**src/hw/rtl/srds_pkg.sv**
```systemverilog
// ----------------------------------------------------------------------------
// srds_pkg: shared types and constants of the signed radix digit sequencer
// Holds the field widths, the radix saturation and the unit kind codes.
// ----------------------------------------------------------------------------
package srds_pkg;

  localparam int CODE_W       = 32;  // width of the input code
  localparam int MIND_W       = 5;   // width of the minimum digit count
  localparam int RADIX_W      = 5;   // width of the radix register
  localparam int DIGIT_W      = 4;   // width of one digit
  localparam int KIND_W       = 2;   // width of unit_kind
  localparam int SEG_BITS     = 8;   // dividend bits retired per divider stage
  localparam int SEGS         = CODE_W / SEG_BITS;  // divider stages per digit
  localparam int CAPACITY_DEF = 16;  // default number of units kept

  localparam logic [RADIX_W-1:0] RADIX_RESET = RADIX_W'(10);
  localparam logic [RADIX_W-1:0] RADIX_MIN   = RADIX_W'(2);
  localparam logic [RADIX_W-1:0] RADIX_MAX   = RADIX_W'(16);

  typedef enum logic [KIND_W-1:0] {
    KIND_GAP   = 2'd0,
    KIND_DIGIT = 2'd1,
    KIND_SIGN  = 2'd2
  } unit_kind_t;

  // Clamp a raw radix write into the usable range.
  function automatic logic [RADIX_W-1:0] sat_radix(input logic [RADIX_W-1:0] raw);
    logic [RADIX_W-1:0] r;
    r = raw;
    if (raw < RADIX_MIN) begin
      r = RADIX_MIN;
    end else if (raw > RADIX_MAX) begin
      r = RADIX_MAX;
    end
    return r;
  endfunction

endpackage

```
**src/hw/rtl/srds_div_step.sv**
```systemverilog
// ----------------------------------------------------------------------------
// srds_div_step: one stage of the digit divider pipeline
// Retires SEG_BITS dividend bits of one digit's division by the radix; the
// last stage of a digit stores the remainder as that digit.
// ----------------------------------------------------------------------------
module srds_div_step
  import srds_pkg::*;
#(
  parameter int CAPACITY  = CAPACITY_DEF,
  parameter int DIGIT_IDX = 0,
  parameter int SEG       = 0
) (
  input  logic                                 clk,
  input  logic                                 rst_n,
  input  logic                                 en,
  input  logic [RADIX_W-1:0]                   radix,
  input  logic                                 v_in,
  input  logic [CODE_W-1:0]                    work_in,
  input  logic [DIGIT_W-1:0]                   rem_in,
  input  logic [CAPACITY*DIGIT_W-1:0]          digs_in,
  input  logic [$clog2(CAPACITY+1)-1:0]        cnt_in,
  input  logic                                 neg_in,
  input  logic [MIND_W-1:0]                    mind_in,
  output logic                                 v_r,
  output logic [CODE_W-1:0]                    work_r,
  output logic [DIGIT_W-1:0]                   rem_r,
  output logic [CAPACITY*DIGIT_W-1:0]          digs_r,
  output logic [$clog2(CAPACITY+1)-1:0]        cnt_r,
  output logic                                 neg_r,
  output logic [MIND_W-1:0]                    mind_r
);

  localparam int CNTW = $clog2(CAPACITY + 1);
  localparam int HI   = CODE_W - 1 - SEG * SEG_BITS;

  logic [CODE_W-1:0]           work_nxt;
  logic [DIGIT_W-1:0]          rem_nxt;
  logic [CAPACITY*DIGIT_W-1:0] digs_nxt;
  logic [CNTW-1:0]             cnt_nxt;
  logic [DIGIT_W:0]            trial;

  always_comb begin
    work_nxt = work_in;
    rem_nxt  = rem_in;
    digs_nxt = digs_in;
    cnt_nxt  = cnt_in;
    trial    = '0;
    // count this digit when what is left to divide is still nonzero
    if (SEG == 0 && DIGIT_IDX > 0 && work_in != '0) begin
      cnt_nxt = CNTW'(cnt_in + 1'b1);
    end
    // restoring long division, one quotient bit per step
    for (int i = 0; i < SEG_BITS; i++) begin
      trial = {rem_nxt, work_nxt[HI-i]};
      if (trial >= radix) begin
        work_nxt[HI-i] = 1'b1;
        rem_nxt        = DIGIT_W'(trial - radix);
      end else begin
        work_nxt[HI-i] = 1'b0;
        rem_nxt        = trial[DIGIT_W-1:0];
      end
    end
    if (SEG == SEGS - 1) begin
      digs_nxt[DIGIT_IDX*DIGIT_W +: DIGIT_W] = rem_nxt;
      rem_nxt = '0;
    end
  end

  always_ff @(posedge clk) begin
    if (!rst_n) begin
      v_r <= 1'b0;
    end else if (en) begin
      v_r <= v_in;
    end
  end

  always_ff @(posedge clk) begin
    if (en) begin
      work_r <= work_nxt;
      rem_r  <= rem_nxt;
      digs_r <= digs_nxt;
      cnt_r  <= cnt_nxt;
      neg_r  <= neg_in;
      mind_r <= mind_in;
    end
  end

endmodule

```
**config.mk**
```make
export PLATFORM = sky130hd
export DESIGN_NAME = srds_div_step
export DESIGN_NICKNAME = d
export VERILOG_FILES = /design/src/hw/rtl/srds_pkg.sv /design/src/hw/rtl/srds_div_step.sv
export SDC_FILE = /design/constraint.sdc
export NUM_CORES = 1
export LEC_CHECK = 0
export BUFFER_PORTS_ARGS = -buffer_cell sky130_fd_sc_hd__buf_2
export CORE_ASPECT_RATIO = 0.5
export CORE_MARGIN = 4
export CORE_UTILIZATION = 51
export DETAILED_ROUTE_END_ITERATION = 8
export GPL_TIMING_DRIVEN = 0
export HOLD_SLACK_MARGIN = 0.02
export PLACE_DENSITY = 0.95
export RECOVER_POWER = 100
export SYNTH_ARGS = -nofsm -noshare
export SYNTH_HDL_FRONTEND = slang
export SYNTH_SLANG_ARGS = --single-unit
```
**constraint.sdc**
```tcl
create_clock -name clk -period 23.8 [get_ports clk]
set_input_delay 4.76 -clock clk [delete_from_list [all_inputs] [get_ports clk]]
set_output_delay 4.76 -clock clk [all_outputs]
set_load 0.02 [all_outputs]
```
==> reports/metrics.cfg, run 1 <==
[logic_synthesis]
synth_compound_area_share_pct=9.14
synth.area.mux_share_pct=4.89
synthXorXnorAreaFrac_pct=2.74
netlist_instances=327
syn_nets=495
synth-seq-area-share_pct=65.5
yosysUniqueCellTypes=32
syn_area_per_cell_um2=15.7
ys_ff_latch=112
yosysWarnings=0
synth_top_family_by_area=adder cells
synthSimpleGateAreaFrac_pct=2.71
synthAdderAreaFrac_pct=12.9
syn-cell-area_um2=5120

[sta]
finalCritPeriodShare_pct=76.9
final.setup.tns_ns=0
fmax_mhz=54.6
setup_viol=0
min_period_ns=18.31
finalMaxSlewViolations=115
rsz0062_at_grt=false
clock-skew-final_ns=0
tightest_slew_ns=3.35
hold_viol_final=0
relSlewSlack_pct=-123

[route]
wire_per_inst_um=17.7
drtIter0Drc=151
vias=3600
ant_nets=0
wl_um=12600
drc_errors=0
dr.pass1.iters=4
via_per_inst=5.06

[worst_setup_path]
cp.required_ns=23.90
path_buf_inv=2
worstSetupEndpointType=flop
cp_slowest_stage_delay_ns=0.88
slowest_stage=o21ai_0
critPathTopFamily=compound AO/OA/AOI/OAI gates
path_common_cell=ha_1
path_max_fanout=10
critPathKind=primary input to flop
crit_path_start_kind=primary input
cp_data_arrival_time_ns=18.40

[clocking]
clock-sinks=112
holdBufCountCts=0
cts_tree=done
clock_latency_ns=0.34
root_buffer=clkbuf_16
h-tree-depth=3
clockBufferDepth=2
cts_made_buffers=9
cts_setup_buffers=0
cts.reportedPaths.clkPinSlew_ns=0.07
ctsResizeCount=0

[floorplanning]
chipWidth_um=150
die_h_um=78.9
num_rows=25
die_area_um2=11800
start_util_pct=53.3
io_pins=232
coreArea_um2=9600

[cells_and_area]
drive_gt1_share_pct=25.0
synthToLayoutAreaGrowth_pct=28.1
n_fill_cell=733
multi_input_area_um2=1620
regArea_um2=3350
fin_nets=738

[global_routing]
grt_max_degree=62
grt_pass1_wl_um=18500
antenna_found_initial=2
grt_overflow=0
first_global_vias=3655
grt_usage_pct=20.6

[power_and_ir_drop]
leakage_nw=2.75
total_power_mw=1.10
peakVddDrop_uv=131
power.density_nw_per_um2=167

[place]
dp_hpwl_um=9650
gp_congestion=0.824
io_buffers=231

[job]
drv_cap=2

[hold_path]
hold_path_class=flop to flop

[run_status]
violations=max-capacitance violations, max-slew violations
status=finished with violations

==> state kept, by name, indices dropped and copies added (netlist names) <==
name,cells
digs_r,64
work_r,32
mind_r,5
neg_r,1
rem_r,4
cnt_r,5
v_r,1
==> synth_stat cells (all sizes together) <==
cell type  instances  area [um^2]
o2111ai            2         17.5
xor2               3         26.3
nand2             16         60.1
nor2               5         18.8
nand2b             5         31.3
a31oi              4         25.0
ha                40          500
a211oi             1         7.51
inv               29          109
a21o              14          105
o31ai              1         12.5
o211ai             2         25.0
mux2i             13          130
nor2b              3         18.8
edfxtp           111         3330
xnor2             13          114
dfxtp              1         20.0
mux2              10          120
a22oi              2         15.0
nand3              2         10.0
o21ai              9         75.1
o221ai             1         8.76
a211o              1         8.76
fa                 8          160
a21oi             28          144
o21a               3         23.8
==> logic make-up after synthesis <==
| kind of cell | after synthesis |
|---|---|
| compound gates | 68 |
| xor+xnor | 16 |
| simple gates | 31 |
| fa+ha+maj | 48 |
| flops | 112 |
| buf+inv | 29 |
| mux | 23 |
==> tightest hold or removal path, stage by stage, from the launching register on <==
cell	delay, ns
dfxtp_1	0.31
mux2i_1	0.12
nor2b_1	0.07
==> per-stage QoR <==
stage	hold slack [ns]	std cells	instance area (um^2)	setup WS, ns	utilization (%)
final	0.541	711	6560	5.49	68.3
after global routing	0.593	711	6560	4.14	68.3
after CTS	0.541	710	6760	8.44	70.4
after global placement	0.493	693	6440	8.34	67.1
after detailed placement	0.529	694	6470	8.11	67.4
after floorplan	0.589	327	5120	9.75	-
==> power breakdown <==
group / internal [mW] / leakage [nW] / switching, mW
combinational: 0.309 / 1.51 / 0.365
sequential: 0.271 / 1.09 / 0.00616
clock: 0.0741 / 0.143 / 0.0707
total: 0.654 / 2.75 / 0.442
==> cell usage in the layout (no fill, tap or decap), drive strengths merged <==
| cell | n |
|---|---|
| clkinv | 2 |
| a22oi | 2 |
| o221ai | 1 |
| o31ai | 1 |
| inv | 33 |
| nand2 | 16 |
| dfxtp | 1 |
| o21ai | 9 |
| xnor2 | 13 |
| a21oi | 28 |
| clkbuf | 127 |
| o21a | 3 |
| o211ai | 2 |
| o2111ai | 2 |
| mux2i | 13 |
| fa | 8 |
| diode | 1 |
| nor2 | 5 |
| buf | 115 |
| mux2 | 10 |
| a211oi | 1 |
| a211o | 1 |
| nand2b | 5 |
| a31oi | 4 |
| nand3 | 2 |
| edfxtp | 111 |
| ha | 40 |
| xor2 | 3 |
| a21o | 14 |
| nor2b | 3 |
==> layer usage <==
metal  share of wire, %  vias up  track usage, %
li1                   -     1721               -
met1                 35     1721            19.5
met2                 56      126            41.6
met3                6.2       30            5.70
met4                2.6        2            8.30
met5               0.14        -               0
==> path summary, 6_finish.rpt <==
check              startpoint                 end  slack [ns]  depth (start not counted)
min reg2reg  v_r$_SDFFE_PN0P_    v_r$_SDFFE_PN0P_        0.54                          2
max reg2reg  v_r$_SDFFE_PN0P_    v_r$_SDFFE_PN0P_       23.10                          2
min          v_r$_SDFFE_PN0P_    v_r$_SDFFE_PN0P_        0.54                          2
max                  radix[1]  rem_r[1]$_DFFE_PP_        5.49                         41
==> area by class of cell <==
| class | count | share of cell area, % |
|---|---|---|
| Inverter | 29 | 1.66 |
| Sequential cell | 112 | 51.1 |
| Antenna cell | 1 | 0.0381 |
| Multi-Input combinational cell | 186 | 24.7 |
| Clock inverter | 6 | 0.916 |
| Tap cell | 135 | 2.57 |
| Clock buffer | 10 | 3.49 |
| Timing Repair Buffer | 232 | 15.5 |
No activity file was read; power rests on OpenSTA's default activity.
==> run 2, diff against run 1 <==
- CORE_UTILIZATION: 51 -> 47
- PLACE_DENSITY: 0.95 -> 0.91
- clock period: 23.8 -> 17 ns (I/O delays scaled with it)
==> run 2 against run 1 <==
  * The flow still finishes with violations (max-capacitance violations, max-slew violations)
  * Register-to-register slack got worse by 6.7 ns
  * Final area rose by 0.42%
  * Worst hold slack got worse by 0.019 ns
  * Clock skew did not move
  * Non-clock buffer count did not move
  * Global-route usage fell by 2.1 points
  * Die area rose by 7.8%
  * Utilization fell by 5.0 points
  * Critical path depth fell by 1
  * Sequential cell count did not move
  * Worst setup slack got worse by 3.3 ns
  * Largest cell class unchanged
  * Largest power group unchanged
==> reports/metrics.cfg, run 2 (synthesis results as in run 1) <==
[sta]
clock-skew-final_ns=0
hold_viol_final=0
finalMaxSlewViolations=115
final.setup.tns_ns=0
rsz0062_at_grt=false
fmax_mhz=67.5
setup_viol=0
relSlewSlack_pct=-106
tightest_slew_ns=3.10
min_period_ns=14.82
finalCritPeriodShare_pct=87.2

[route]
via_per_inst=4.94
drc_errors=0
wl_um=12000
drtIter0Drc=220
wire_per_inst_um=16.9
ant_nets=0
vias=3533
dr.pass1.iters=4

[clocking]
clock-sinks=112
h-tree-depth=3
cts.reportedPaths.clkPinSlew_ns=0.07
holdBufCountCts=0
cts_tree=done
clock_latency_ns=0.33
ctsResizeCount=0
cts_made_buffers=9
root_buffer=clkbuf_16
cts_setup_buffers=0
clockBufferDepth=2

[worst_setup_path]
cp_data_arrival_time_ns=14.91
path_common_cell=ha_1
reg2reg_slack_ns=16.36
slowest_stage=o31ai_1
path_max_fanout=10
worstReg2RegStart=v_r$_SDFFE_PN0P_
crit_path_start_kind=primary input
reg2reg_depth=2
cp.required_ns=17.09
worstReg2RegEnd=v_r$_SDFFE_PN0P_
path_buf_inv=2
critPathTopFamily=compound AO/OA/AOI/OAI gates
critPathKind=primary input to flop
cp_slowest_stage_delay_ns=0.78
worstSetupEndpointType=flop

[power_and_ir_drop]
peakVddDrop_uv=183
swShare_pct=40.2
p_switching_mw=0.619
power_frac_clock_pct=12.6
leakage_nw=2.76
power.density_nw_per_um2=234
p_int_mw=0.921
pwr-share-seq_pct=25.2
pwr-share-comb_pct=62.3

[cells_and_area]
synthToLayoutAreaGrowth_pct=28.7
top_regs=digs_r x64, work_r x32
fin_nets=738
drive_gt1_share_pct=26.3
largest_reg_flops=64
antenna_cells=0
top_register=digs_r
mostFrequentLayoutCells=117 x buf_2, 115 x clkbuf_1, 111 x edfxtp_1
final_common_cell=buf_2
stdcell_area_um2=6590

[place]
dp_hpwl_um=9480
gp_congestion=0.847
io_buffers=231
placedInstanceArea_um2=6480

[hold_path]
whs_endpoint=v_r$_SDFFE_PN0P_
hold_depth=2
hold_path_class=flop to flop
hold_start=v_r$_SDFFE_PN0P_

[global_routing]
grt_overflow=0
grt_usage_pct=18.5
antenna_found_initial=0
first_global_vias=3587
grt_pass1_wl_um=18100
grt_max_degree=60

[floorplanning]
die_area_um2=12700
start_util_pct=49.2
chipWidth_um=156
die_h_um=81.8
num_rows=26
coreArea_um2=10400
io_pins=232

[run_status]
violations=max-capacitance violations, max-slew violations
status=finished with violations

[job]
drv_cap=2

[run 2: changes by cell type in the layout (fill, tap and decap cells not counted), sizes merged]
cell | before | now
inv | 33 | 31
clkbuf | 127 | 124
buf | 115 | 117
clkinv | 2 | 5
diode | 1 | 0
[run 2: worst register-to-register path, cell delays in order (launching register included)]
cell and delay, ns:
dfxtp_1 0.33, mux2i_1 0.07, nor2b_1 0.18
[run 2: worst max path at each step]
stage,endpoint,cells past startpoint,start
after floorplan,rem_r[1]$_DFFE_PP_,39,radix[2]
after global placement,rem_r[1]$_DFFE_PP_,40,radix[1]
after detailed placement,rem_r[3]$_DFFE_PP_,40,radix[1]
after CTS,rem_r[3]$_DFFE_PP_,41,radix[1]
after global routing,rem_r[1]$_DFFE_PP_,43,radix[1]
final,rem_r[1]$_DFFE_PP_,40,radix[1]
[run 2: layer usage]
| layer | wire length [um] | global-route usage, % | share of wire (%) |
|---|---|---|---|
| met3 | 688 | 3.53 | 5.7 |
| met5 | 0 | 0 | 0 |
| met2 | 6840 | 36.8 | 57 |
| met4 | 228 | 6.11 | 1.9 |
| met1 | 4290 | 20.0 | 36 |
[run 2: final cells by class]
class / count / area [um^2]
clock buffers: 9 / 225
clock inverters: 7 / 55.1
fillers: 839 / 3820
inverters: 29 / 109
multi-input cells: 186 / 1650
flip-flops and latches: 112 / 3350
well taps: 140 / 175
repair buffers: 232 / 1020
[run 2: power by group through the flow]
stage	Sequential, mW	Clock, mW	Combinational [mW]
floorplan	0.436	0	0.728
CTS	0.386	0.199	0.971
global placement	0.391	0	0.919
detailed placement	0.392	0	0.964
global route	0.391	0.214	1.07
finish	0.388	0.194	0.959
[run 2: metrics by stage]
step                      std cells  utilization (%)  total power [mW]  hold WS, ns  setup slack (ns)
after global routing            715             63.3              1.68        0.550              1.20
after CTS                       715             65.0              1.56        0.520              3.02
final                           715             63.3              1.54        0.522              2.18
after detailed placement        699             62.3              1.36        0.503              2.69
after global placement          698             62.0              1.31        0.496              2.87
after floorplan                 327                -              1.16        0.589              4.31
==> run 3, diff against run 2 <==
--- a/config.mk
+++ b/config.mk
@@ -10,3 +10,3 @@
 export CORE_MARGIN = 4
-export CORE_UTILIZATION = 47
+export CORE_UTILIZATION = 40
 export DETAILED_ROUTE_END_ITERATION = 8
@@ -14,3 +14,3 @@
 export HOLD_SLACK_MARGIN = 0.02
-export PLACE_DENSITY = 0.91
+export PLACE_DENSITY = 0.81
 export RECOVER_POWER = 100
--- a/constraint.sdc
+++ b/constraint.sdc
@@ -3,2 +3,2 @@
 set_output_delay 3.4 -clock clk [all_outputs]
-set_load 0.02 [all_outputs]
+set_load 0.005 [all_outputs]
==> run 3 against run 2 <==
  * The run still ends with max-capacitance violations, max-slew violations left
  * Utilization down 8.4 points
  * Worst hold slack got worse by 0.0027 ns
  * Combinational power decreased by 5.0%
  * Clock skew unchanged
  * Power shrank 2.0%
  * Sequential share of layout area fell by 0.66 points
  * Largest cell class unchanged
==> reports/metrics.cfg, run 3 (synthesis results as in run 1) <==
[sta]
hold_viol_final=0
rsz0062_at_grt=false
clock-skew-final_ns=0
min_period_ns=14.85
finalCritPeriodShare_pct=87.3
tightest_slew_ns=3.22
finalMaxSlewViolations=115
setup_viol=0
final.setup.tns_ns=0
relSlewSlack_pct=-115
fmax_mhz=67.4

[cells_and_area]
top_regs=digs_r x64, work_r x32
finalNonFillerCells=739
n_fill_cell=1075
largest_reg_flops=64
top_register=digs_r
stdcell_area_um2=6670
synthToLayoutAreaGrowth_pct=30.4
antenna_cells=0
final_common_cell=buf_2
fin_nets=738
drive_gt1_share_pct=31.0
mostFrequentLayoutCells=147 x buf_2, 111 x edfxtp_1, 85 x clkbuf_1

[clocking]
h-tree-depth=3
holdBufCountCts=0
ctsResizeCount=0
clock-sinks=112
clock_latency_ns=0.34
clockBufferDepth=2
cts_made_buffers=9
cts_tree=done
root_buffer=clkbuf_16
cts.reportedPaths.clkPinSlew_ns=0.07
cts_setup_buffers=0

[route]
drc_errors=0
wl_um=12300
drtIter0Drc=189
via_per_inst=4.78
vias=3534
wire_per_inst_um=16.6
dr.pass1.iters=4
ant_nets=0

[power_and_ir_drop]
swShare_pct=38.1
power_frac_clock_pct=14.0
pwr-share-seq_pct=25.7
peakVddDrop_uv=227
p_switching_mw=0.576
pwr-share-comb_pct=60.3
power.density_nw_per_um2=226
leakage_nw=2.84
p_int_mw=0.934

[worst_setup_path]
worstSetupEndpointType=flop
cp.required_ns=17.09
cp_slowest_stage_delay_ns=0.75
reg2reg_slack_ns=16.37
crit_path_start_kind=primary input
worstReg2RegEnd=v_r$_SDFFE_PN0P_
slowest_stage=o31ai_1
worstReg2RegStart=v_r$_SDFFE_PN0P_
reg2reg_depth=2
cp_data_arrival_time_ns=14.94
path_max_fanout=10
critPathKind=primary input to flop
path_common_cell=ha_1

[run_status]
violations=max-capacitance violations, max-slew violations
status=finished with violations

[floorplanning]
die_area_um2=14800
coreArea_um2=12200
die_h_um=88
num_rows=28
chipWidth_um=168
start_util_pct=42.1
io_pins=232

[hold_path]
whs_endpoint=v_r$_SDFFE_PN0P_
hold_start=v_r$_SDFFE_PN0P_
hold_depth=2
hold_path_class=flop to flop

[place]
dp_cells=724
io_buffers=231
placedInstanceArea_um2=6510
gp_congestion=0.782
dp_hpwl_um=9570

[global_routing]
grt_pass1_wl_um=18100
grt_usage_pct=15.7
antenna_found_initial=0
grt_max_degree=64
grt_overflow=0
first_global_vias=3489

[job]
drv_cap=2

[run 3: changes by cell type in the layout (fill, tap and decap cells not counted), moves of 2 or more]
cell / previous run / this run
inv_8: 2 / 0
clkinv_2: 3 / 0
buf_2: 117 / 147
clkbuf_1: 115 / 85
[run 3: per-layer routing]
layer | vias to the layer above | track usage, % | part of all wire, %
met4 | 0 | 5.01 | 1.3
met3 | 12 | 3.34 | 5.3
met5 | - | 0 | 0
met2 | 106 | 30.7 | 56
met1 | 1701 | 17.5 | 38
li1 | 1715 | - | -
[run 3: final cells by class]
class	count	area (um^2)	share of cell area, %
clock buffer	9	225	3.37
clock inverter	6	80.1	1.20
inverter	29	109	1.63
multi-input combinational	186	1650	24.7
sequential	112	3350	50.2
tap	165	206	3.09
timing repair buffer	232	1050	15.8
[run 3: worst max-delay path by stage]
| stage | from | end | slack, ns | cells after the start |
|---|---|---|---|---|
| 2_1_floorplan | radix[2] | rem_r[1]$_DFFE_PP_ | 4.31 | 39 |
| 5_1_grt | radix[1] | rem_r[1]$_DFFE_PP_ | 1.09 | 44 |
| 3_3_place_gp | radix[1] | rem_r[3]$_DFFE_PP_ | 2.85 | 40 |
| 3_5_place_dp | radix[1] | rem_r[3]$_DFFE_PP_ | 2.71 | 40 |
| 4_1_cts | radix[1] | rem_r[3]$_DFFE_PP_ | 3.04 | 40 |
| 6_report | radix[1] | rem_r[1]$_DFFE_PP_ | 2.15 | 42 |
[run 3: worst max-delay path: cells and delay by family]
| family | cells | cell delay [ns] |
|---|---|---|
| adders and majority gates | 8 | 2.40 |
| AOI/OAI and AO/OA | 23 | 5.55 |
| muxes | 7 | 2.51 |
| and+or+nand+nor | 2 | 0.15 |
| buffers and inverters | 2 | 0.91 |
[run 3: per-stage QoR]
stage	power (mW)	setup slack, ns	hold slack [ns]	util [%]
after floorplan	1.13	4.31	0.507	-
after detailed placement	1.31	2.71	0.500	53.6
after global placement	1.28	2.85	0.491	53.3
after CTS	1.53	3.04	0.517	56.1
after global routing	1.65	1.09	0.574	54.9
final	1.51	2.15	0.520	54.9
[run 3: power groups by stage]
stage / clock network (mW) / logic, mW / registers, mW
after floorplan: 0 / 0.728 / 0.398
after CTS: 0.217 / 0.930 / 0.386
after global routing: 0.229 / 1.03 / 0.390
after detailed placement: 0 / 0.922 / 0.392
after global placement: 0 / 0.893 / 0.391
final: 0.212 / 0.911 / 0.387
