==> src/hw/rtl/srds_pkg.sv <==
// ----------------------------------------------------------------------------
// srds_pkg: shared types and constants of the signed radix digit sequencer
// Holds the field widths, the radix saturation and the unit kind codes.
// ----------------------------------------------------------------------------
package srds_pkg;

  localparam int CODE_W       = 32;  // width of the input code
  localparam int MIND_W       = 5;   // width of the minimum digit count
  localparam int RADIX_W      = 5;   // width of the radix register
  localparam int DIGIT_W      = 4;   // width of one digit
  localparam int KIND_W       = 2;   // width of unit_kind
  localparam int SEG_BITS     = 8;   // dividend bits retired per divider stage
  localparam int SEGS         = CODE_W / SEG_BITS;  // divider stages per digit
  localparam int CAPACITY_DEF = 16;  // default number of units kept

  localparam logic [RADIX_W-1:0] RADIX_RESET = RADIX_W'(10);
  localparam logic [RADIX_W-1:0] RADIX_MIN   = RADIX_W'(2);
  localparam logic [RADIX_W-1:0] RADIX_MAX   = RADIX_W'(16);

  typedef enum logic [KIND_W-1:0] {
    KIND_GAP   = 2'd0,
    KIND_DIGIT = 2'd1,
    KIND_SIGN  = 2'd2
  } unit_kind_t;

  // Clamp a raw radix write into the usable range.
  function automatic logic [RADIX_W-1:0] sat_radix(input logic [RADIX_W-1:0] raw);
    logic [RADIX_W-1:0] r;
    r = raw;
    if (raw < RADIX_MIN) begin
      r = RADIX_MIN;
    end else if (raw > RADIX_MAX) begin
      r = RADIX_MAX;
    end
    return r;
  endfunction

endpackage

==> src/hw/rtl/srds_emitter.sv <==
// ----------------------------------------------------------------------------
// srds_emitter: unit sequencer on the result channel
// Holds one finished word and presents its units most significant first.
// ----------------------------------------------------------------------------
module srds_emitter
  import srds_pkg::*;
#(
  parameter int CAPACITY = CAPACITY_DEF
) (
  input  logic                                  clk,
  input  logic                                  rst_n,
  input  logic                                  fin_valid,
  output logic                                  load_ok,
  input  logic [CAPACITY*DIGIT_W-1:0]           fin_digs,
  input  logic [$clog2(CAPACITY+1)-1:0]         fin_lc,
  input  logic                                  fin_neg,
  input  logic [((CAPACITY>1)?$clog2(CAPACITY):1)-1:0] fin_top,
  input  logic                                  out_ready,
  output logic                                  out_valid,
  output logic [KIND_W-1:0]                     out_unit_kind,
  output logic [DIGIT_W-1:0]                    out_digit,
  output logic                                  out_last
);

  localparam int CNTW = $clog2(CAPACITY + 1);
  localparam int IDXW = (CAPACITY > 1) ? $clog2(CAPACITY) : 1;

  logic                        out_valid_r, out_valid_nxt;
  logic [IDXW-1:0]             pos_r, pos_nxt;
  logic [CAPACITY*DIGIT_W-1:0] digs_r, digs_nxt;
  logic [CNTW-1:0]             lc_r, lc_nxt;
  logic                        neg_r, neg_nxt;
  logic                        take, load, at_sign;
  logic [DIGIT_W-1:0]          cur_digit;
  unit_kind_t                  kind;

  assign take     = out_valid_r && out_ready;
  assign load_ok  = !out_valid_r || (take && out_last);
  assign load     = fin_valid && load_ok;

  assign at_sign   = neg_r && (CNTW'(pos_r) == lc_r);
  assign cur_digit = digs_r[pos_r*DIGIT_W +: DIGIT_W];

  always_comb begin
    if (at_sign) begin
      kind = KIND_SIGN;
    end else if (cur_digit != '0) begin
      kind = KIND_DIGIT;
    end else begin
      kind = KIND_GAP;
    end
  end

  assign out_valid     = out_valid_r;
  assign out_unit_kind = kind;
  assign out_digit     = at_sign ? '0 : cur_digit;
  assign out_last      = (pos_r == '0);

  always_comb begin
    out_valid_nxt = out_valid_r;
    pos_nxt       = pos_r;
    digs_nxt      = digs_r;
    lc_nxt        = lc_r;
    neg_nxt       = neg_r;
    if (load) begin
      out_valid_nxt = 1'b1;
      pos_nxt       = fin_top;
      digs_nxt      = fin_digs;
      lc_nxt        = fin_lc;
      neg_nxt       = fin_neg;
    end else if (take) begin
      if (out_last) begin
        out_valid_nxt = 1'b0;
      end else begin
        pos_nxt = pos_r - 1'b1;
      end
    end
  end

  always_ff @(posedge clk) begin
    if (!rst_n) begin
      out_valid_r <= 1'b0;
    end else begin
      out_valid_r <= out_valid_nxt;
    end
  end

  always_ff @(posedge clk) begin
    pos_r  <= pos_nxt;
    digs_r <= digs_nxt;
    lc_r   <= lc_nxt;
    neg_r  <= neg_nxt;
  end

`ifndef SYNTHESIS
  // a unit taken that is not the last keeps the word on the channel
  a_seq_continues: assert property (@(posedge clk) disable iff (!rst_n)
    (take && !out_last) |=> (out_valid_r && pos_r == $past(pos_r) - 1'b1))
    else $error("word ended before its last unit");

  // a stalled unit keeps its place in the sequence
  a_stall_holds: assert property (@(posedge clk) disable iff (!rst_n)
    (out_valid_r && !out_ready) |=> $stable(pos_r))
    else $error("unit position moved during a stall");

  // a fresh word starts at its top unit
  a_load_top: assert property (@(posedge clk) disable iff (!rst_n)
    load |=> (out_valid_r && pos_r == $past(fin_top)))
    else $error("word loaded at the wrong unit");

  // the sign unit never follows another unit of the same word
  a_sign_first: assert property (@(posedge clk) disable iff (!rst_n)
    (take && !out_last) |=> (kind != KIND_SIGN))
    else $error("sign unit out of place");
`endif

endmodule

==> config.mk <==
export PLATFORM = sky130hd
export DESIGN_NAME = srds_emitter
export DESIGN_NICKNAME = d
export VERILOG_FILES = /design/src/hw/rtl/srds_pkg.sv /design/src/hw/rtl/srds_emitter.sv
export SDC_FILE = /design/constraint.sdc
export NUM_CORES = 1
export LEC_CHECK = 0
export BUFFER_PORTS_ARGS = -buffer_cell sky130_fd_sc_hd__buf_2
export CORE_MARGIN = 3
export CORE_UTILIZATION = 46
export CTS_CLUSTER_DIAMETER = 120
export CTS_CLUSTER_SIZE = 14
export DETAILED_ROUTE_END_ITERATION = 7
export PLACE_DENSITY_LB_ADDON = 0.3
export SETUP_SLACK_MARGIN = 0.5
export SLEW_MARGIN = 20
export SYNTH_ARGS = -nofsm -noshare
export SYNTH_HDL_FRONTEND = slang
export SYNTH_SLANG_ARGS = --single-unit
==> constraint.sdc <==
create_clock -name clk -period 3.2 [get_ports clk]
set_input_delay 0.64 -clock clk [delete_from_list [all_inputs] [get_ports clk]]
set_output_delay 0.64 -clock clk [all_outputs]
set_load 0.1 [all_outputs]
==> impl_metrics.xml, run 1 <==
<?xml version="1.0" encoding="UTF-8"?>
<metrics>
  <group name="hold_path">
    <metric name="min_to" unit="">digs_r[49]</metric>
    <metric name="hold_critical_path_depth" unit="">1</metric>
    <metric name="type_of_the_tightest_min_delay_check" unit="">primary input to register</metric>
    <metric name="holdCritStartpoint" unit="">fin_digs[49]</metric>
  </group>
  <group name="critical_path">
    <metric name="setup.worst_path.class" unit="">register to primary output</metric>
    <metric name="worst-r2r-cell-count" unit="">8</metric>
    <metric name="critical_path.reg2reg.startpoint" unit="">pos_r[0]</metric>
    <metric name="timing.critical_path.fanout_max" unit="">10</metric>
    <metric name="crit_path_max_incr_delay" unit="ps">510</metric>
    <metric name="nature_of_the_critical_path_endpoint" unit="">primary output</metric>
    <metric name="critPathTopFamily" unit="">multiplexers</metric>
    <metric name="cell_with_the_biggest_individual_delay_on_the_critical_path" unit="">mux4_2</metric>
    <metric name="critPathBufInv" unit="">2</metric>
    <metric name="worstSetupStartpointType" unit="">register</metric>
    <metric name="required_time_at_the_endpoint_of_the_critical_path" unit="ps">2560</metric>
    <metric name="timing.critical_path.arrival" unit="ps">2230</metric>
    <metric name="timing.critical_path.cells" unit="">buf_12 -&gt; mux4_2 -&gt; a22oi_1 -&gt; and3_1 -&gt; a41oi_2 -&gt; buf_8</metric>
    <metric name="critical_path.reg2reg.endpoint" unit="">lc_r[3]</metric>
    <metric name="setup_slack_on_the_worst_flop_to_flop_path" unit="ps">850</metric>
  </group>
  <group name="die">
    <metric name="placement_rows" unit="">28</metric>
    <metric name="die_w" unit="um">86.44</metric>
    <metric name="floorplan.die_area" unit="mm^2">0.007472</metric>
    <metric name="fp.coreArea" unit="mm^2">0.006096</metric>
    <metric name="design.portCount" unit="">87</metric>
    <metric name="die_height" unit="um">86.44</metric>
    <metric name="initial_core_util" unit="%">48.83</metric>
  </group>
  <group name="detailed_routing">
    <metric name="detail_route.iter0.violations" unit="">77</metric>
    <metric name="detail_route.first_pass.iterations" unit="">6</metric>
    <metric name="detail_route.wirelength" unit="um">5710</metric>
    <metric name="drt-wirelength-per-cell" unit="um">16.99</metric>
    <metric name="dr_total_vias" unit="">1752</metric>
    <metric name="antenna_left" unit="">0</metric>
    <metric name="detail_route.drc_violations" unit="">0</metric>
    <metric name="post_drt_via_cell_ratio" unit="">5.214</metric>
  </group>
  <group name="cts">
    <metric name="post_cts_hold_buffer_count" unit="">0</metric>
    <metric name="cts.sinks" unit="">75</metric>
    <metric name="clkSlewWorstSetupHoldPaths" unit="ps">90</metric>
    <metric name="root_buffer" unit="">clkbuf_8</metric>
    <metric name="cts-root-to-sink-buffers" unit="">2</metric>
    <metric name="cts_inserted_buffers" unit="">9</metric>
    <metric name="cts_htree_levels" unit="">3</metric>
    <metric name="worst_skew_pair.late_latency" unit="ps">350</metric>
    <metric name="tritoncts" unit="">done</metric>
  </group>
  <group name="sta">
    <metric name="final.setup_skew" unit="ps">11.73</metric>
    <metric name="final_max_slew_viol_count" unit="">0</metric>
    <metric name="fin_hold_viols" unit="">0</metric>
    <metric name="period_needed" unit="ps">2868</metric>
    <metric name="fin_ws" unit="ps">332.2</metric>
    <metric name="worst_slew_margin_rel" unit="%">67.99</metric>
    <metric name="whs" unit="ps">459.4</metric>
    <metric name="post-route-period-util" unit="%">89.62</metric>
    <metric name="setup_viol_count_final" unit="">0</metric>
    <metric name="achievable-frequency" unit="GHz">0.3487</metric>
    <metric name="unrepaired_setup_endpoints_after_global_routing" unit="">true</metric>
    <metric name="worstMarginPinSlew" unit="ps">483.5</metric>
    <metric name="finalSetupTns" unit="ps">0</metric>
  </group>
  <group name="place">
    <metric name="io_buffer_count" unit="">86</metric>
    <metric name="placement.setup.worst_slack" unit="ps">577.9</metric>
    <metric name="detailed_placer_s_ending_hpwl" unit="um">4040</metric>
    <metric name="routabilityCongestion" unit="">0.7580</metric>
  </group>
  <group name="final_layout">
    <metric name="antenna_cells" unit="">0</metric>
    <metric name="n_fill_cell" unit="">466</metric>
    <metric name="syn_to_final_growth" unit="%">31.69</metric>
    <metric name="postLayoutCoreUtil" unit="%">64.31</metric>
    <metric name="nets" unit="">335</metric>
    <metric name="final_layout_size_suffix_gt1_share" unit="%">53.64</metric>
  </group>
  <group name="grt">
    <metric name="antenna_found_initial" unit="">0</metric>
    <metric name="vias_in_the_first_global_route" unit="">1863</metric>
    <metric name="pin_count_of_the_biggest_net_entering_global_routing" unit="">39</metric>
    <metric name="grt_overflow_total" unit="">0</metric>
    <metric name="grtUsageTotal" unit="%">16.57</metric>
    <metric name="grt_pass1_wl" unit="um">8901</metric>
  </group>
  <group name="logic_synthesis">
    <metric name="yosys_warnings" unit="">0</metric>
    <metric name="postSynthRegisterBits" unit="">75</metric>
    <metric name="postSynthAreaPerCell" unit="um^2">18.96</metric>
    <metric name="post_synth_cell_types" unit="">28</metric>
    <metric name="seq_area_frac_synth" unit="%">75.33</metric>
    <metric name="syn_nets" unit="">236</metric>
    <metric name="netlist_area" unit="mm^2">0.002977</metric>
    <metric name="netlist_instances" unit="">157</metric>
  </group>
  <group name="power">
    <metric name="pwr_density_cell" unit="mW/mm^2">649.9</metric>
    <metric name="power_leakage" unit="nW">1.512</metric>
    <metric name="ir_drop_worst_case_vdd" unit="mV">0.4276</metric>
    <metric name="fin_total_pwr" unit="mW">2.548</metric>
  </group>
  <group name="run_status">
    <metric name="run_status" unit="">finished, final reports clean</metric>
  </group>
  <group name="flow_run">
    <metric name="cap_violations" unit="">0</metric>
  </group>
</metrics>
-- repair_timing --
action	in CTS	in global routing
buffers inserted	2	3
resized for setup	22	2
gates cloned	1	0
pin swaps	2	1
endpoints found under the setup margin	6	64
-- cells by family after synthesis --
| family | Yosys count | share of synthesized area (%) |
|---|---|---|
| flip-flops | 75 | 75.33 |
| AND/OR/NAND/NOR | 28 | 4.666 |
| buffers and inverters | 18 | 2.858 |
| AO/OA/AOI/OAI | 16 | 3.615 |
| multiplexers | 16 | 12.23 |
| XOR/XNOR | 3 | 0.8829 |
| adder cells (fa/ha/maj) | 1 | 0.4203 |
-- flip-flops by register name, indices dropped and copies added (netlist names) --
signal,cells
pos_r,4
neg_r,1
digs_r,64
out_valid,1
lc_r,5
-- synth_stat cells (all sizes together) --
cell | number | area share (%)
a222oi | 1 | 0.34
o211a | 1 | 0.34
mux4 | 16 | 12
nor2b | 2 | 0.42
edfxtp | 74 | 75
o21ai | 1 | 0.17
inv | 10 | 1.3
nor3 | 1 | 0.17
a41oi | 1 | 0.29
nor4bb | 1 | 0.34
a21oi | 6 | 1.0
o22ai | 1 | 0.21
a22oi | 4 | 1.0
and3 | 4 | 0.84
o21a | 1 | 0.25
buf | 5 | 1.2
and4b | 1 | 0.34
ha | 1 | 0.42
xnor2 | 3 | 0.88
nor2 | 10 | 1.3
clkbuf | 3 | 0.38
nand3 | 4 | 0.67
dfxtp | 1 | 0.67
nand2 | 5 | 0.63
-- metal layers --
layer	vias up	track usage, %	part of all wire, %	routed length (um)
met4	0	5.949	1.7	97
met3	13	5.798	7.1	407
met1	844	20.07	39	2226
met5	-	0	0	0
met2	73	27.61	52	2977
li1	822	-	-	-
-- through the flow --
stage | cells | area [um^2]
floorplan | 157 | 3003
global placement | 314 | 3550
detailed placement | 314 | 3550
CTS | 333 | 3891
global route | 336 | 3920
finish | 336 | 3920
-- cell type report --
cell class	instances	area [um^2]	area share [%]
Sequential cell	75	2243	57.23
Multi-Input combinational cell	64	698.2	17.81
Timing Repair Buffer	96	635.6	16.21
Clock buffer	9	123.9	3.160
Tap cell	75	93.84	2.394
Clock inverter	7	83.83	2.139
Inverter	10	41.29	1.053
-- placed cells by master (no fill, tap or decap), types with 2 or more instances in the layout --
master	count
a21oi_1	6
a22oi_1	4
and3_1	2
and3_4	2
buf_12	6
buf_2	78
buf_4	7
buf_6	2
clkbuf_8	9
clkinvlp_4	4
edfxtp_1	74
inv_1	8
inv_8	2
mux4_2	15
nand2_1	5
nand3_1	4
nor2_1	6
nor2_2	2
nor2_4	2
nor2b_1	2
xnor2_1	3
-- worst max-delay path by stage --
stage / from / endpoint / cells past startpoint
3_3_place_gp: pos_r[0] / out_unit_kind[0] / 6
6_report: pos_r[0] / out_unit_kind[0] / 6
5_1_grt: pos_r[0] / out_unit_kind[0] / 7
4_1_cts: pos_r[0] / out_unit_kind[0] / 6
2_1_floorplan: pos_r[0] / digs_r[0] / 6
3_5_place_dp: pos_r[0] / out_unit_kind[0] / 6
-- report_power, final --
| group | total [mW] | internal, mW | switching [mW] | leakage (nW) |
|---|---|---|---|---|
| logic | 0.621 | 0.251 | 0.370 | 0.702 |
| clock network | 0.737 | 0.373 | 0.364 | 0.0959 |
| registers | 1.19 | 1.16 | 0.0329 | 0.714 |
| total | 2.55 | 1.78 | 0.766 | 1.51 |
(Power assumes the default switching activity.)
==> run 2, diff against run 1 <==
Settings changed: CORE_UTILIZATION 46 to 45, REMOVE_ABC_BUFFERS set to 1.
==> impl_metrics.xml, run 2 (synthesis gave the netlist of run 1 again) <==
<?xml version="1.0" encoding="UTF-8"?>
<metrics>
  <group name="sta">
    <metric name="setup_viol_count_final" unit="">0</metric>
    <metric name="final_max_slew_viol_count" unit="">0</metric>
    <metric name="achievable-frequency" unit="GHz">0.3431</metric>
    <metric name="fin_hold_viols" unit="">0</metric>
    <metric name="final.setup_skew" unit="ps">10.35</metric>
    <metric name="unrepaired_setup_endpoints_after_global_routing" unit="">true</metric>
    <metric name="worst_slew_margin_rel" unit="%">56.39</metric>
    <metric name="period_needed" unit="ps">2915</metric>
    <metric name="worstMarginPinSlew" unit="ps">649.7</metric>
    <metric name="post-route-period-util" unit="%">91.09</metric>
  </group>
  <group name="power">
    <metric name="power.net_switching" unit="mW">0.7226</metric>
    <metric name="power_leakage" unit="nW">1.517</metric>
    <metric name="ir_drop_worst_case_vdd" unit="mV">0.3967</metric>
    <metric name="pwr_density_cell" unit="mW/mm^2">657.9</metric>
    <metric name="internal_power_component" unit="mW">1.834</metric>
    <metric name="power.switching_fraction" unit="%">28.26</metric>
    <metric name="seq_power_share" unit="%">46.4</metric>
    <metric name="clkPwrFrac" unit="%">29.5</metric>
    <metric name="combPwrFrac" unit="%">24.1</metric>
  </group>
  <group name="detailed_routing">
    <metric name="post_drt_via_cell_ratio" unit="">5.038</metric>
    <metric name="antenna_left" unit="">0</metric>
    <metric name="detail_route.drc_violations" unit="">0</metric>
    <metric name="drt-wirelength-per-cell" unit="um">16.83</metric>
    <metric name="detail_route.iter0.violations" unit="">130</metric>
    <metric name="dr_total_vias" unit="">1708</metric>
    <metric name="detail_route.first_pass.iterations" unit="">4</metric>
    <metric name="detail_route.wirelength" unit="um">5707</metric>
  </group>
  <group name="cts">
    <metric name="worst_skew_pair.late_latency" unit="ps">340</metric>
    <metric name="cts_inserted_buffers" unit="">9</metric>
    <metric name="cts_htree_levels" unit="">3</metric>
    <metric name="tritoncts" unit="">done</metric>
    <metric name="root_buffer" unit="">clkbuf_8</metric>
    <metric name="cts-root-to-sink-buffers" unit="">2</metric>
    <metric name="post_cts_hold_buffer_count" unit="">0</metric>
    <metric name="cts.sinks" unit="">75</metric>
    <metric name="clkSlewWorstSetupHoldPaths" unit="ps">80</metric>
  </group>
  <group name="flow_run">
    <metric name="cap_violations" unit="">0</metric>
  </group>
  <group name="critical_path">
    <metric name="timing.critical_path.arrival" unit="ps">2270</metric>
    <metric name="critical_path.reg2reg.endpoint" unit="">digs_r[37]</metric>
    <metric name="worstSetupStartpointType" unit="">register</metric>
    <metric name="worst-r2r-cell-count" unit="">7</metric>
    <metric name="timing.critical_path.cells" unit="">buf_12 -&gt; mux4_2 -&gt; a22oi_2 -&gt; and3_4 -&gt; a41oi_2 -&gt; buf_12</metric>
    <metric name="critPathTopFamily" unit="">multiplexers</metric>
    <metric name="crit_path_max_incr_delay" unit="ps">510</metric>
    <metric name="setup.worst_path.class" unit="">register to primary output</metric>
    <metric name="required_time_at_the_endpoint_of_the_critical_path" unit="ps">2560</metric>
    <metric name="crit_top_cell" unit="">buf_12</metric>
    <metric name="critical_path.reg2reg.startpoint" unit="">pos_r[0]</metric>
    <metric name="setup_slack_on_the_worst_flop_to_flop_path" unit="ps">740</metric>
    <metric name="critPathBufInv" unit="">2</metric>
    <metric name="timing.critical_path.fanout_max" unit="">7</metric>
    <metric name="cell_with_the_biggest_individual_delay_on_the_critical_path" unit="">mux4_2</metric>
    <metric name="nature_of_the_critical_path_endpoint" unit="">primary output</metric>
    <metric name="cp-startpoint" unit="">pos_r[0]</metric>
  </group>
  <group name="grt">
    <metric name="grt_overflow_total" unit="">0</metric>
    <metric name="grt_pass1_wl" unit="um">8397</metric>
    <metric name="grtUsageTotal" unit="%">15.57</metric>
    <metric name="antenna_found_initial" unit="">0</metric>
    <metric name="vias_in_the_first_global_route" unit="">1716</metric>
    <metric name="pin_count_of_the_biggest_net_entering_global_routing" unit="">45</metric>
  </group>
  <group name="place">
    <metric name="dpl.cell_count" unit="">318</metric>
    <metric name="io_buffer_count" unit="">86</metric>
    <metric name="routabilityCongestion" unit="">0.7516</metric>
  </group>
  <group name="final_layout">
    <metric name="most_common_cell_after_layout_fill_and_taps_aside" unit="">buf_2</metric>
    <metric name="largest_register" unit="">digs_r</metric>
    <metric name="layout_common_cells" unit="">79 x buf_2, 74 x edfxtp_1, 16 x mux4_2, 10 x nor2_1, 9 x clkbuf_8</metric>
    <metric name="layout.cells.non_filler" unit="">339</metric>
    <metric name="antenna_cells" unit="">0</metric>
    <metric name="postLayoutCoreUtil" unit="%">60.85</metric>
    <metric name="layout_top_registers" unit="">digs_r x64, lc_r x5, pos_r x4</metric>
    <metric name="n_fill_cell" unit="">476</metric>
    <metric name="nets" unit="">336</metric>
    <metric name="final_layout_size_suffix_gt1_share" unit="%">52.29</metric>
    <metric name="largest_register_ffs" unit="">64</metric>
    <metric name="syn_to_final_growth" unit="%">30.56</metric>
  </group>
  <group name="hold_path">
    <metric name="hold_critical_path_depth" unit="">1</metric>
    <metric name="holdCritStartpoint" unit="">fin_digs[53]</metric>
    <metric name="min_to" unit="">digs_r[53]</metric>
    <metric name="type_of_the_tightest_min_delay_check" unit="">primary input to register</metric>
  </group>
  <group name="die">
    <metric name="floorplan.die_area" unit="mm^2">0.007627</metric>
    <metric name="fp.coreArea" unit="mm^2">0.006386</metric>
    <metric name="die_height" unit="um">87.33</metric>
    <metric name="placement_rows" unit="">29</metric>
    <metric name="initial_core_util" unit="%">46.61</metric>
    <metric name="die_w" unit="um">87.33</metric>
    <metric name="design.portCount" unit="">87</metric>
  </group>
  <group name="run_status">
    <metric name="run_status" unit="">finished, final reports clean</metric>
  </group>
</metrics>
==> run 2: cell types whose count changed in the layout (fill, tap and decap cells not counted), sizes merged <==
cell | before | now
buf | 95 | 96
bufinv | 1 | 2
clkbuf | 10 | 11
clkinv | 0 | 3
clkinvlp | 4 | 1
inv | 12 | 10
==> run 2: worst max path at each step <==
stage,slack [ps],cells after the start,end
2_1_floorplan,-960,3,out_unit_kind[0]
3_3_place_gp,660,6,out_unit_kind[0]
3_5_place_dp,600,6,out_unit_kind[0]
4_1_cts,340,6,out_unit_kind[0]
5_1_grt,190,6,out_unit_kind[0]
6_report,290,6,out_unit_kind[0]
==> run 2: layout make-up <==
class                      count  area (um^2)  area share, %
tap                           77        96.34          2.479
timing repair buffer          97        615.6          15.84
sequential                    75         2242          57.69
clock buffer                  10        127.6          3.284
multi-input combinational     64        686.9          17.68
clock inverter                 6        80.08          2.061
inverter                      10        37.54         0.9659
==> run 2: per-layer routing <==
metal | up-vias | wire length, um | GRT usage (%)
li1 | 823 | - | -
met1 | 806 | 2365 | 19.31
met2 | 68 | 2831 | 23.84
met3 | 11 | 396 | 4.825
met4 | 0 | 114 | 9.623
met5 | - | 0 | 0
==> run 2: power groups by stage <==
stage | clock network (mW) | logic (mW) | registers [mW]
3_3_place_gp | 0 | 0.514 | 1.20
6_report | 0.755 | 0.616 | 1.19
4_1_cts | 0.776 | 0.552 | 1.18
3_5_place_dp | 0 | 0.515 | 1.20
2_1_floorplan | 0 | 0.351 | 1.23
5_1_grt | 0.825 | 0.650 | 1.19
==> run 2: worst reg2reg max path: cells and delay by family, from the launching register on <==
| kind | cells | cell delay (ps) |
|---|---|---|
| buffers and inverters | 4 | 750 |
| DFF | 1 | 500 |
| and+or+nand+nor | 1 | 340 |
| AOI/OAI and AO/OA | 1 | 300 |
| adders and majority gates | 1 | 200 |
==> run 2: through the flow <==
step | instance area [um^2] | total power [mW] | setup WS, ps | setup TNS (ps) | hold slack (ps)
2_1_floorplan | 2929 | 1.581 | -962.1 | -17650 | 738.9
3_3_place_gp | 3501 | 1.718 | 660.0 | 0 | 634.0
3_5_place_dp | 3501 | 1.720 | 603.1 | 0 | 648.1
4_1_cts | 3756 | 2.512 | 338.4 | 0 | 442.0
5_1_grt | 3886 | 2.665 | 192.1 | 0 | 439.3
6_report | 3886 | 2.557 | 285.2 | 0 | 466.0
==> run 2: timing repair <==
action | 4_1_cts | 5_1_grt
pin swaps | 0 | 6
setup buffers | 1 | 3
cloned | 0 | 1
hold endpoints to repair | 0 | 0
gates resized for setup | 13 | 18
setup endpoints to repair | 7 | 51
